--- src/rtl/tsfilt_pkg.sv ---
// Package: shared constants, types and helpers of the three-field substring filter
package tsfilt_pkg;

    // Field geometry
    localparam int STRING_CHARS = 8;
    localparam int TEXT_W       = 64;
    localparam int LEN_W        = $clog2(STRING_CHARS + 1);

    // List bookkeeping
    localparam int MAX_RECORDS  = 1024;
    localparam int INDEX_W      = 10;
    localparam int COUNT_W      = 11;
    localparam int INDEX_CAP    = (MAX_RECORDS - 1 > 1023) ? 1023 : MAX_RECORDS - 1;
    localparam int COUNT_CAP    = (MAX_RECORDS > 2047) ? 2047 : MAX_RECORDS;

    // Configuration port
    localparam int CFG_DATA_W   = 64;
    localparam int CFG_ADDR_W   = 5;

    // Register indexes (paddr[4:3])
    localparam logic [1:0] REG_NAME    = 2'd0;
    localparam logic [1:0] REG_SURNAME = 2'd1;
    localparam logic [1:0] REG_PHONE   = 2'd2;

    // Lane results handed to the merge stage
    typedef struct packed {
        logic name_hit;
        logic surname_hit;
        logic phone_hit;
        logic last;
    } tsfilt_hits_t;

    // Length of zero-terminated text, capped at STRING_CHARS
    function automatic logic [LEN_W-1:0] text_len(input logic [TEXT_W-1:0] text);
        logic [LEN_W-1:0] len;
        len = LEN_W'(STRING_CHARS);
        for (int k = STRING_CHARS - 1; k >= 0; k--) begin
            if (text[k*8 +: 8] == 8'd0) begin
                len = LEN_W'(k);
            end
        end
        return len;
    endfunction

endpackage

--- src/rtl/tsfilt_rec_if.sv ---
// Interface: record input channel
interface tsfilt_rec_if;
    logic                            valid;
    logic                            ready;
    logic [tsfilt_pkg::TEXT_W-1:0]   name_text;
    logic [tsfilt_pkg::TEXT_W-1:0]   surname_text;
    logic [tsfilt_pkg::TEXT_W-1:0]   phone_text;
    logic                            last_record;

    modport source (
        output valid, name_text, surname_text, phone_text, last_record,
        input  ready
    );
    modport sink (
        input  valid, name_text, surname_text, phone_text, last_record,
        output ready
    );
endinterface

--- src/rtl/tsfilt_res_if.sv ---
// Interface: result output channel
interface tsfilt_res_if;
    logic                             valid;
    logic                             ready;
    logic                             record_match;
    logic [tsfilt_pkg::INDEX_W-1:0]   record_index;
    logic [tsfilt_pkg::COUNT_W-1:0]   match_count;
    logic                             list_end;

    modport source (
        output valid, record_match, record_index, match_count, list_end,
        input  ready
    );
    modport sink (
        input  valid, record_match, record_index, match_count, list_end,
        output ready
    );
endinterface

--- src/rtl/three_field_substring_filter_core.sv ---
// Top level: three-field substring filter with APB pattern registers
//
// Records enter on the rec channel (valid/ready, transfer when both high),
// one per cycle while results are taken. Each carries name, surname and phone text,
// zero padded, byte 0 in bits 7:0, plus a last_record mark.
// Three pattern registers sit on the APB port at byte addresses 0, 8, 16
// (64-bit data); a pattern whose byte 0 is zero is ignored.
// Three lanes search their field in parallel into hit registers, then the merge
// stage ANDs the lane hits and updates the record index and match count.
// A record reaches res.valid through the lane hit registers and then the result
// register; throughput is one record per cycle while res.ready stays high.
// Each record gives one result on the res channel: match flag, index,
// saturating match count and the echoed list end. Counters clear after a
// record marked last.
// If res.ready stays low the result register and the lane stage hold; the
// block takes one more record into the lane stage only if that stage is empty, then drops rec.ready.
// Reset clears the patterns, the counters and all valid state.
module three_field_substring_filter_core (
    input  logic                                clk,
    input  logic                                rst_n,
    tsfilt_rec_if.sink                          rec,
    tsfilt_res_if.source                        res,
    input  logic                                psel,
    input  logic                                penable,
    input  logic                                pwrite,
    input  logic [tsfilt_pkg::CFG_ADDR_W-1:0]   paddr,
    input  logic [tsfilt_pkg::CFG_DATA_W-1:0]   pwdata,
    output logic [tsfilt_pkg::CFG_DATA_W-1:0]   prdata,
    output logic                                pready
);

    localparam int DW = tsfilt_pkg::CFG_DATA_W;

    logic [DW-1:0]              name_pat_reg;
    logic [DW-1:0]              surname_pat_reg;
    logic [DW-1:0]              phone_pat_reg;
    logic [1:0]                 reg_sel;
    logic                       cfg_write;
    logic                       s1_valid_reg;
    logic                       s1_load;
    logic                       s2_ready;
    logic                       last_reg;
    tsfilt_pkg::tsfilt_hits_t   hits;

    // APB register file
    assign pready    = 1'b1;
    assign reg_sel   = paddr[4:3];
    assign cfg_write = psel && penable && pwrite;

    always_ff @(posedge clk or negedge rst_n)
    begin
        if (!rst_n) begin
            name_pat_reg    <= '0;
            surname_pat_reg <= '0;
            phone_pat_reg   <= '0;
        end else if (cfg_write) begin
            unique case (reg_sel)
                tsfilt_pkg::REG_NAME:    name_pat_reg    <= pwdata;
                tsfilt_pkg::REG_SURNAME: surname_pat_reg <= pwdata;
                tsfilt_pkg::REG_PHONE:   phone_pat_reg   <= pwdata;
                default: ;
            endcase
        end
    end

    always_comb
    begin
        unique case (reg_sel)
            tsfilt_pkg::REG_NAME:    prdata = name_pat_reg;
            tsfilt_pkg::REG_SURNAME: prdata = surname_pat_reg;
            tsfilt_pkg::REG_PHONE:   prdata = phone_pat_reg;
            default:                 prdata = '0;
        endcase
    end

    // Lane stage handshake
    assign rec.ready = !s1_valid_reg || s2_ready;
    assign s1_load   = rec.valid && rec.ready;

    always_ff @(posedge clk or negedge rst_n)
    begin
        if (!rst_n) begin
            s1_valid_reg <= 1'b0;
        end else if (rec.ready) begin
            s1_valid_reg <= rec.valid;
        end
    end

    always_ff @(posedge clk)
    begin
        if (s1_load) begin
            last_reg <= rec.last_record;
        end
    end

    // Parallel field lanes
    tsfilt_lane u_lane_name (
        .clk        (clk),
        .load       (s1_load),
        .field_text (rec.name_text),
        .pattern    (name_pat_reg),
        .hit        (hits.name_hit)
    );

    tsfilt_lane u_lane_surname (
        .clk        (clk),
        .load       (s1_load),
        .field_text (rec.surname_text),
        .pattern    (surname_pat_reg),
        .hit        (hits.surname_hit)
    );

    tsfilt_lane u_lane_phone (
        .clk        (clk),
        .load       (s1_load),
        .field_text (rec.phone_text),
        .pattern    (phone_pat_reg),
        .hit        (hits.phone_hit)
    );

    assign hits.last = last_reg;

    // Merge and counters
    tsfilt_merge u_merge (
        .clk      (clk),
        .rst_n    (rst_n),
        .in_valid (s1_valid_reg),
        .in_ready (s2_ready),
        .in_hits  (hits),
        .res      (res)
    );

endmodule

--- src/rtl/tsfilt_lane.sv ---
// Lane: substring search of one pattern in one text field, result registered
module tsfilt_lane (
    input  logic                            clk,
    input  logic                            load,
    input  logic [tsfilt_pkg::TEXT_W-1:0]   field_text,
    input  logic [tsfilt_pkg::TEXT_W-1:0]   pattern,
    output logic                            hit
);

    localparam int SC    = tsfilt_pkg::STRING_CHARS;
    localparam int LW    = tsfilt_pkg::LEN_W;
    localparam int SUM_W = LW + 1;

    logic [LW-1:0]          flen;
    logic [LW-1:0]          plen;
    logic [SC-1:0][SC-1:0]  eq;
    logic [SC-1:0]          start_ok;
    logic                   hit_next;
    logic                   hit_reg;

    assign flen = tsfilt_pkg::text_len(field_text);
    assign plen = tsfilt_pkg::text_len(pattern);

    // Byte compare matrix: start position i, pattern byte j
    always_comb
    begin
        eq = '0;
        for (int i = 0; i < SC; i++) begin
            for (int j = 0; j < SC - i; j++) begin
                eq[i][j] = (field_text[(i+j)*8 +: 8] == pattern[j*8 +: 8]);
            end
        end
    end

    // Occurrence at start i must fit inside the field text
    always_comb
    begin
        for (int i = 0; i < SC; i++) begin
            start_ok[i] = ((SUM_W'(i) + {1'b0, plen}) <= {1'b0, flen});
            for (int j = 0; j < SC; j++) begin
                if ((LW'(j) < plen) && !eq[i][j]) begin
                    start_ok[i] = 1'b0;
                end
            end
        end
    end

    // Unused pattern (byte 0 zero) always passes
    assign hit_next = (pattern[7:0] == 8'd0) || (|start_ok);

    always_ff @(posedge clk)
    begin
        if (load) begin
            hit_reg <= hit_next;
        end
    end

    assign hit = hit_reg;

endmodule

--- src/rtl/tsfilt_merge.sv ---
// Merge: combines lane hits, keeps list counters, drives the result register
module tsfilt_merge (
    input  logic                        clk,
    input  logic                        rst_n,
    input  logic                        in_valid,
    output logic                        in_ready,
    input  tsfilt_pkg::tsfilt_hits_t    in_hits,
    tsfilt_res_if.source                res
);

    localparam int IW = tsfilt_pkg::INDEX_W;
    localparam int CW = tsfilt_pkg::COUNT_W;

    logic           load;
    logic           hit;
    logic [IW-1:0]  index_reg;
    logic [IW-1:0]  index_next;
    logic [CW-1:0]  count_reg;
    logic [CW-1:0]  count_next;
    logic [CW-1:0]  count_now;
    logic           out_valid_reg;
    logic           out_match_reg;
    logic [IW-1:0]  out_index_reg;
    logic [CW-1:0]  out_count_reg;
    logic           out_end_reg;

    // Output register frees when empty or taken this cycle
    assign in_ready = !out_valid_reg || res.ready;
    assign load     = in_valid && in_ready;

    assign hit = in_hits.name_hit && in_hits.surname_hit && in_hits.phone_hit;

    // Count including this record, saturating
    assign count_now = (hit && (count_reg < CW'(tsfilt_pkg::COUNT_CAP)))
                       ? count_reg + CW'(1) : count_reg;

    // Counters restart after the list end
    always_comb
    begin
        if (in_hits.last) begin
            index_next = '0;
            count_next = '0;
        end else begin
            count_next = count_now;
            if (index_reg < IW'(tsfilt_pkg::INDEX_CAP)) begin
                index_next = index_reg + IW'(1);
            end else begin
                index_next = index_reg;
            end
        end
    end

    always_ff @(posedge clk or negedge rst_n)
    begin
        if (!rst_n) begin
            index_reg     <= '0;
            count_reg     <= '0;
            out_valid_reg <= 1'b0;
        end else begin
            if (load) begin
                index_reg <= index_next;
                count_reg <= count_next;
            end
            if (in_ready) begin
                out_valid_reg <= in_valid;
            end
        end
    end

    // Result payload
    always_ff @(posedge clk)
    begin
        if (load) begin
            out_match_reg <= hit;
            out_index_reg <= index_reg;
            out_count_reg <= count_now;
            out_end_reg   <= in_hits.last;
        end
    end

    assign res.valid        = out_valid_reg;
    assign res.record_match = out_match_reg;
    assign res.record_index = out_index_reg;
    assign res.match_count  = out_count_reg;
    assign res.list_end     = out_end_reg;

`ifndef SYNTH
    a_count_cap: assert property (@(posedge clk) disable iff (!rst_n)
        count_reg <= CW'(tsfilt_pkg::COUNT_CAP))
        else $error("match counter beyond cap");

    a_index_cap: assert property (@(posedge clk) disable iff (!rst_n)
        index_reg <= IW'(tsfilt_pkg::INDEX_CAP))
        else $error("index counter beyond cap");

    a_list_clear: assert property (@(posedge clk) disable iff (!rst_n)
        (load && in_hits.last) |=> (index_reg == '0 && count_reg == '0))
        else $error("counters not cleared after list end");

    a_match_counted: assert property (@(posedge clk) disable iff (!rst_n)
        (load && hit) |=> (out_count_reg != '0))
        else $error("matching record shows zero count");
`endif

endmodule

--- src/flat_wrapper.sv ---
// flat-port wrapper written by rule: the top's interface ports become plain ports
module three_field_substring_filter_core_flat 
  (clk, rst_n, psel, penable, pwrite, paddr, pwdata, prdata, pready, rec_valid, rec_name_text, rec_surname_text, rec_phone_text, rec_last_record, rec_ready, res_valid, res_record_match, res_record_index, res_match_count, res_list_end, res_ready);
  tsfilt_rec_if rec_i ();
  tsfilt_res_if res_i ();
  input  logic clk;
  input  logic rst_n;
  input  logic psel;
  input  logic penable;
  input  logic pwrite;
  input  logic [tsfilt_pkg::CFG_ADDR_W-1:0] paddr;
  input  logic [tsfilt_pkg::CFG_DATA_W-1:0] pwdata;
  output logic [tsfilt_pkg::CFG_DATA_W-1:0] prdata;
  output logic pready;
  input wire logic [$bits(rec_i.valid)-1:0] rec_valid;
  input wire logic [$bits(rec_i.name_text)-1:0] rec_name_text;
  input wire logic [$bits(rec_i.surname_text)-1:0] rec_surname_text;
  input wire logic [$bits(rec_i.phone_text)-1:0] rec_phone_text;
  input wire logic [$bits(rec_i.last_record)-1:0] rec_last_record;
  output wire logic [$bits(rec_i.ready)-1:0] rec_ready;
  output wire logic [$bits(res_i.valid)-1:0] res_valid;
  output wire logic [$bits(res_i.record_match)-1:0] res_record_match;
  output wire logic [$bits(res_i.record_index)-1:0] res_record_index;
  output wire logic [$bits(res_i.match_count)-1:0] res_match_count;
  output wire logic [$bits(res_i.list_end)-1:0] res_list_end;
  input wire logic [$bits(res_i.ready)-1:0] res_ready;
  assign rec_i.valid = rec_valid;
  assign rec_i.name_text = rec_name_text;
  assign rec_i.surname_text = rec_surname_text;
  assign rec_i.phone_text = rec_phone_text;
  assign rec_i.last_record = rec_last_record;
  assign rec_ready = rec_i.ready;
  assign res_valid = res_i.valid;
  assign res_record_match = res_i.record_match;
  assign res_record_index = res_i.record_index;
  assign res_match_count = res_i.match_count;
  assign res_list_end = res_i.list_end;
  assign res_i.ready = res_ready;
  three_field_substring_filter_core u_core (.clk(clk), .rst_n(rst_n), .rec(rec_i), .res(res_i), .psel(psel), .penable(penable), .pwrite(pwrite), .paddr(paddr), .pwdata(pwdata), .prdata(prdata), .pready(pready));
endmodule
--- config.mk ---
export PLATFORM = sky130hd
export DESIGN_NAME = three_field_substring_filter_core_flat
export DESIGN_NICKNAME = d
export VERILOG_FILES = /design/src/rtl/tsfilt_pkg.sv /design/src/rtl/tsfilt_rec_if.sv /design/src/rtl/tsfilt_res_if.sv /design/src/rtl/three_field_substring_filter_core.sv /design/src/rtl/tsfilt_lane.sv /design/src/rtl/tsfilt_merge.sv /design/src/flat_wrapper.sv
export SDC_FILE = /design/constraint.sdc
export NUM_CORES = 1
export LEC_CHECK = 0
export CAP_MARGIN = 10
export CORE_ASPECT_RATIO = 0.9
export CORE_MARGIN = 2
export CORE_UTILIZATION = 65
export CTS_CLUSTER_SIZE = 20
export DETAILED_ROUTE_END_ITERATION = 6
export DONT_BUFFER_PORTS = 1
export GPL_ROUTABILITY_DRIVEN = 0
export PLACE_DENSITY = 0.8
export SYNTH_ARGS = -nofsm -noshare
export SYNTH_HDL_FRONTEND = slang
export SYNTH_SLANG_ARGS = --single-unit
--- constraint.sdc ---
create_clock -name clk -period 4.54 [get_ports clk]
set_input_delay 0.454 -clock clk [delete_from_list [all_inputs] [get_ports clk]]
set_output_delay 0.454 -clock clk [all_outputs]
set_load 0.1 [all_outputs]
==> impl_metrics.csv <==
group,metric,value,unit
clock_tree,clk_pin_slew,0.06,ns
routing,wl,102,mm
global_route,grt_use_met1,59.2,%
final_layout,fin_cells,3332,
global_route,antenna_found_initial,4,
clock_tree,htree_levels,1,
final_layout,syn2layout_area_growth,8.30,%
hold_path,hold_path_class,"in2async",
logic_synthesis,yosysSeqAreaShare,24.3,%
routing,vias,24500,
floorplanning,core,0.0385,mm2
clock_tree,cts_tree,"done",
job,maxCapViolCount,0,
setup_path,worst-path-max-fanout,9,
final_layout,drive_gt1_share,18.8,%
clock_tree,clock-sinks,242,
logic_synthesis,synth-edff-count,27,
setup_path,arrival,4.80,ns
status,status,"complete, but fails checks",
clock_tree,cts_made_buffers,28,
logic_synthesis,synth_cell_types,72,
place,place_area,0.0265,mm2
routing,drt_iter0_drc,4082,
setup_path,worst_setup_path_end_kind,"flip-flop",
routing,viasPerCell,7.36,
sta,slew_headroom,15.4,%
pwr,peakVddDrop,0.353,mV
logic_synthesis,synthFlopType,"dfrtp_1",
global_route,grt_max_degree,216,
floorplanning,initial_core_util,66.2,%
sta,finalCritPeriodShare,98.6,%
sta,fmax,0.223,GHz
sta,tns,0,ns
global_route,grt.met3_usage,23.0,%
sta,skew,0.0366,ns
logic_synthesis,synth_area,0.0255,mm2
logic_synthesis,syn_nets,3265,
clock_tree,clk-insertion-delay-late,0.58,ns
routing,wire_per_inst,30.6,um
clock_tree,cts_hold_buf,1,
pwr,p_leak,11.1,nW
floorplanning,rows,68,
setup_path,required,4.86,ns
floorplanning,ios,359,
pwr,p_per_area,500,mW/mm2
routing,final_antenna_net_count,0,
place,numPortBuffers,0,
global_route,grt_pass1_wl,151,mm
floorplanning,die_h,192,um
sta,hold_violations,215,
status,violations,"negative hold slack",
global_route,first_global_vias,24300,
sta,finalMaxSlewViolations,0,
place,pre_cts_ws,-0.0367,ns
logic_synthesis,synth-async-reset-ratio,88.8,%
global_route,top_usage_layer,"met2",
global_route,globalRouteMet2Util,70.3,%
floorplanning,die_area,0.0409,mm2
clock_tree,clockBufferDepth,3,
sta,fin_crit,4.48,ns
global_route,grtUsageTotal,49.6,%
final_layout,fin_nets,3156,
final_layout,layout_common_cells,"xor2_1, xnor2_1, dfrtp_1",
logic_synthesis,ys_ff_latch,242,
logic_synthesis,synthCells,2892,
global_route,grt_overflow,0,
logic_synthesis,synth-warning-count,0,
setup_path,crit_type,"reg2reg",
sta,hold_ws,-0.428,ns
routing,first_pass_iters,7,
place,place.detailed.hpwl,74.3,mm
routing,drc,0,
sta,setup_viol,0,
final_layout,final_common_cell,"xor2_1",
final_layout,fin_area,0.0276,mm2
setup_path,worst_setup_path_start_kind,"flip-flop",
sta,worst_pin_slew,1.26,ns
sta,timing.final.ws_setup,0.0637,ns
floorplanning,die_w,213,um
logic_synthesis,avgSynthCellArea,8.82,um2
clock_tree,cts-root-buf,"clkbuf_16",
place,dpl.cell_count,3270,
[worst paths after layout]
kind                       cells past startpoint  slack (ns)                         from                            endpoint
min in group clk                               1        0.02                   pwdata[48]             u_core.name_pat_reg[48]
hold / removal                                 0       -0.43                        rst_n             u_core.name_pat_reg[48]
setup reg to reg                              14        0.06     u_core.phone_pat_reg[33]             u_core.u_lane_phone.hit
hold reg to reg                                0        0.50  u_core.u_merge.index_reg[7]  u_core.u_merge.res.record_index[7]
max in group asynchronous                      0        4.51                        rst_n         u_core.u_merge.count_reg[4]
setup / recovery                              14        0.06     u_core.phone_pat_reg[33]             u_core.u_lane_phone.hit
[report_power, final]
part           total [W]  switching, W  leakage, nW  internal, W
Sequential       0.00333      0.000674         2.93      0.00265
Clock            0.00222      0.000970        0.446      0.00125
Combinational    0.00826       0.00513         7.68      0.00313
Total             0.0138       0.00677         11.1      0.00703
[routing by layer]
| metal | wire, um | up-vias |
|---|---|---|
| li1 | - | 9837 |
| met1 | 34600 | 11500 |
| met2 | 40500 | 2368 |
| met3 | 17000 | 839 |
| met4 | 9800 | 2 |
| met5 | 96 | - |
[synthesized netlist by cell type, types with 64 or more instances]
| cell type | instances | share of area [%] |
|---|---|---|
| clkbuf_1 | 264 | 3.9 |
| mux2_2 | 196 | 8.7 |
| dfrtp_1 | 215 | 21 |
| xor2_1 | 489 | 17 |
| mux2i_1 | 67 | 2.6 |
| nand4_1 | 115 | 2.8 |
| nand2_1 | 159 | 2.3 |
| a21oi_1 | 72 | 1.4 |
| xnor2_1 | 401 | 14 |
| ha_1 | 101 | 5.0 |
| nor4_1 | 191 | 4.7 |
| nor2_1 | 64 | 0.94 |
| o21ai_0 | 133 | 2.6 |
[per-stage QoR]
stage / power [W] / hold slack [ns] / utilization (%)
2_1_floorplan: 0.00893 / 0.158 / -
3_3_place_gp: 0.0106 / 0.163 / 68.7
3_5_place_dp: 0.0110 / 0.161 / 68.7
4_1_cts: 0.0133 / -0.429 / 71.1
5_1_grt: 0.0143 / -0.441 / 71.7
6_report: 0.0138 / -0.428 / 71.7
[worst max-delay path: stages (launching register included)]
cell and delay [ns]:
dfrtp_1 0.55, or4_1 0.61, nor2_2 0.23, nand4b_1 0.22, nand2_1 0.32, inv_1 0.30, ha_1 0.27, xnor2_1 0.16
ha_1 0.28, o21a_1 0.11, o21ai_0 0.31, nand3_1 0.12, o32ai_1 0.29, nor3_1 0.09, o31ai_2 0.37
[layout make-up]
cell class | count | area (um2)
clock inverter | 15 | 103
timing repair buffer | 183 | 1440
clock buffer | 37 | 806
tap | 525 | 657
sequential | 242 | 6200
fill | 2684 | 10900
antenna | 2 | 5.00
inverter | 47 | 176
multi-input combinational | 2281 | 18200
[cells by family (layout without fill, tap and decap cells)]
family | Yosys count | count (layout) | share of synthesized area [%]
XOR/XNOR | 890 | 890 | 30.6
AND/OR/NAND/NOR | 675 | 675 | 14.6
buffers and inverters | 369 | 282 | 5.61
AO/OA/AOI/OAI | 348 | 348 | 8.49
multiplexers | 263 | 263 | 11.3
flip-flops | 242 | 242 | 24.3
adder cells (fa/ha/maj) | 104 | 104 | 5.19
other | 1 | 3 | 0.0147
[repair_timing]
action | CTS | global route
buffers inserted | 0 | 2
resized for setup | 2 | 18
setup endpoints to repair | 2 | 3
hold endpoints to repair | 216 | 215
pin swaps | 0 | 4
Power figures use the tool's default switching activity.
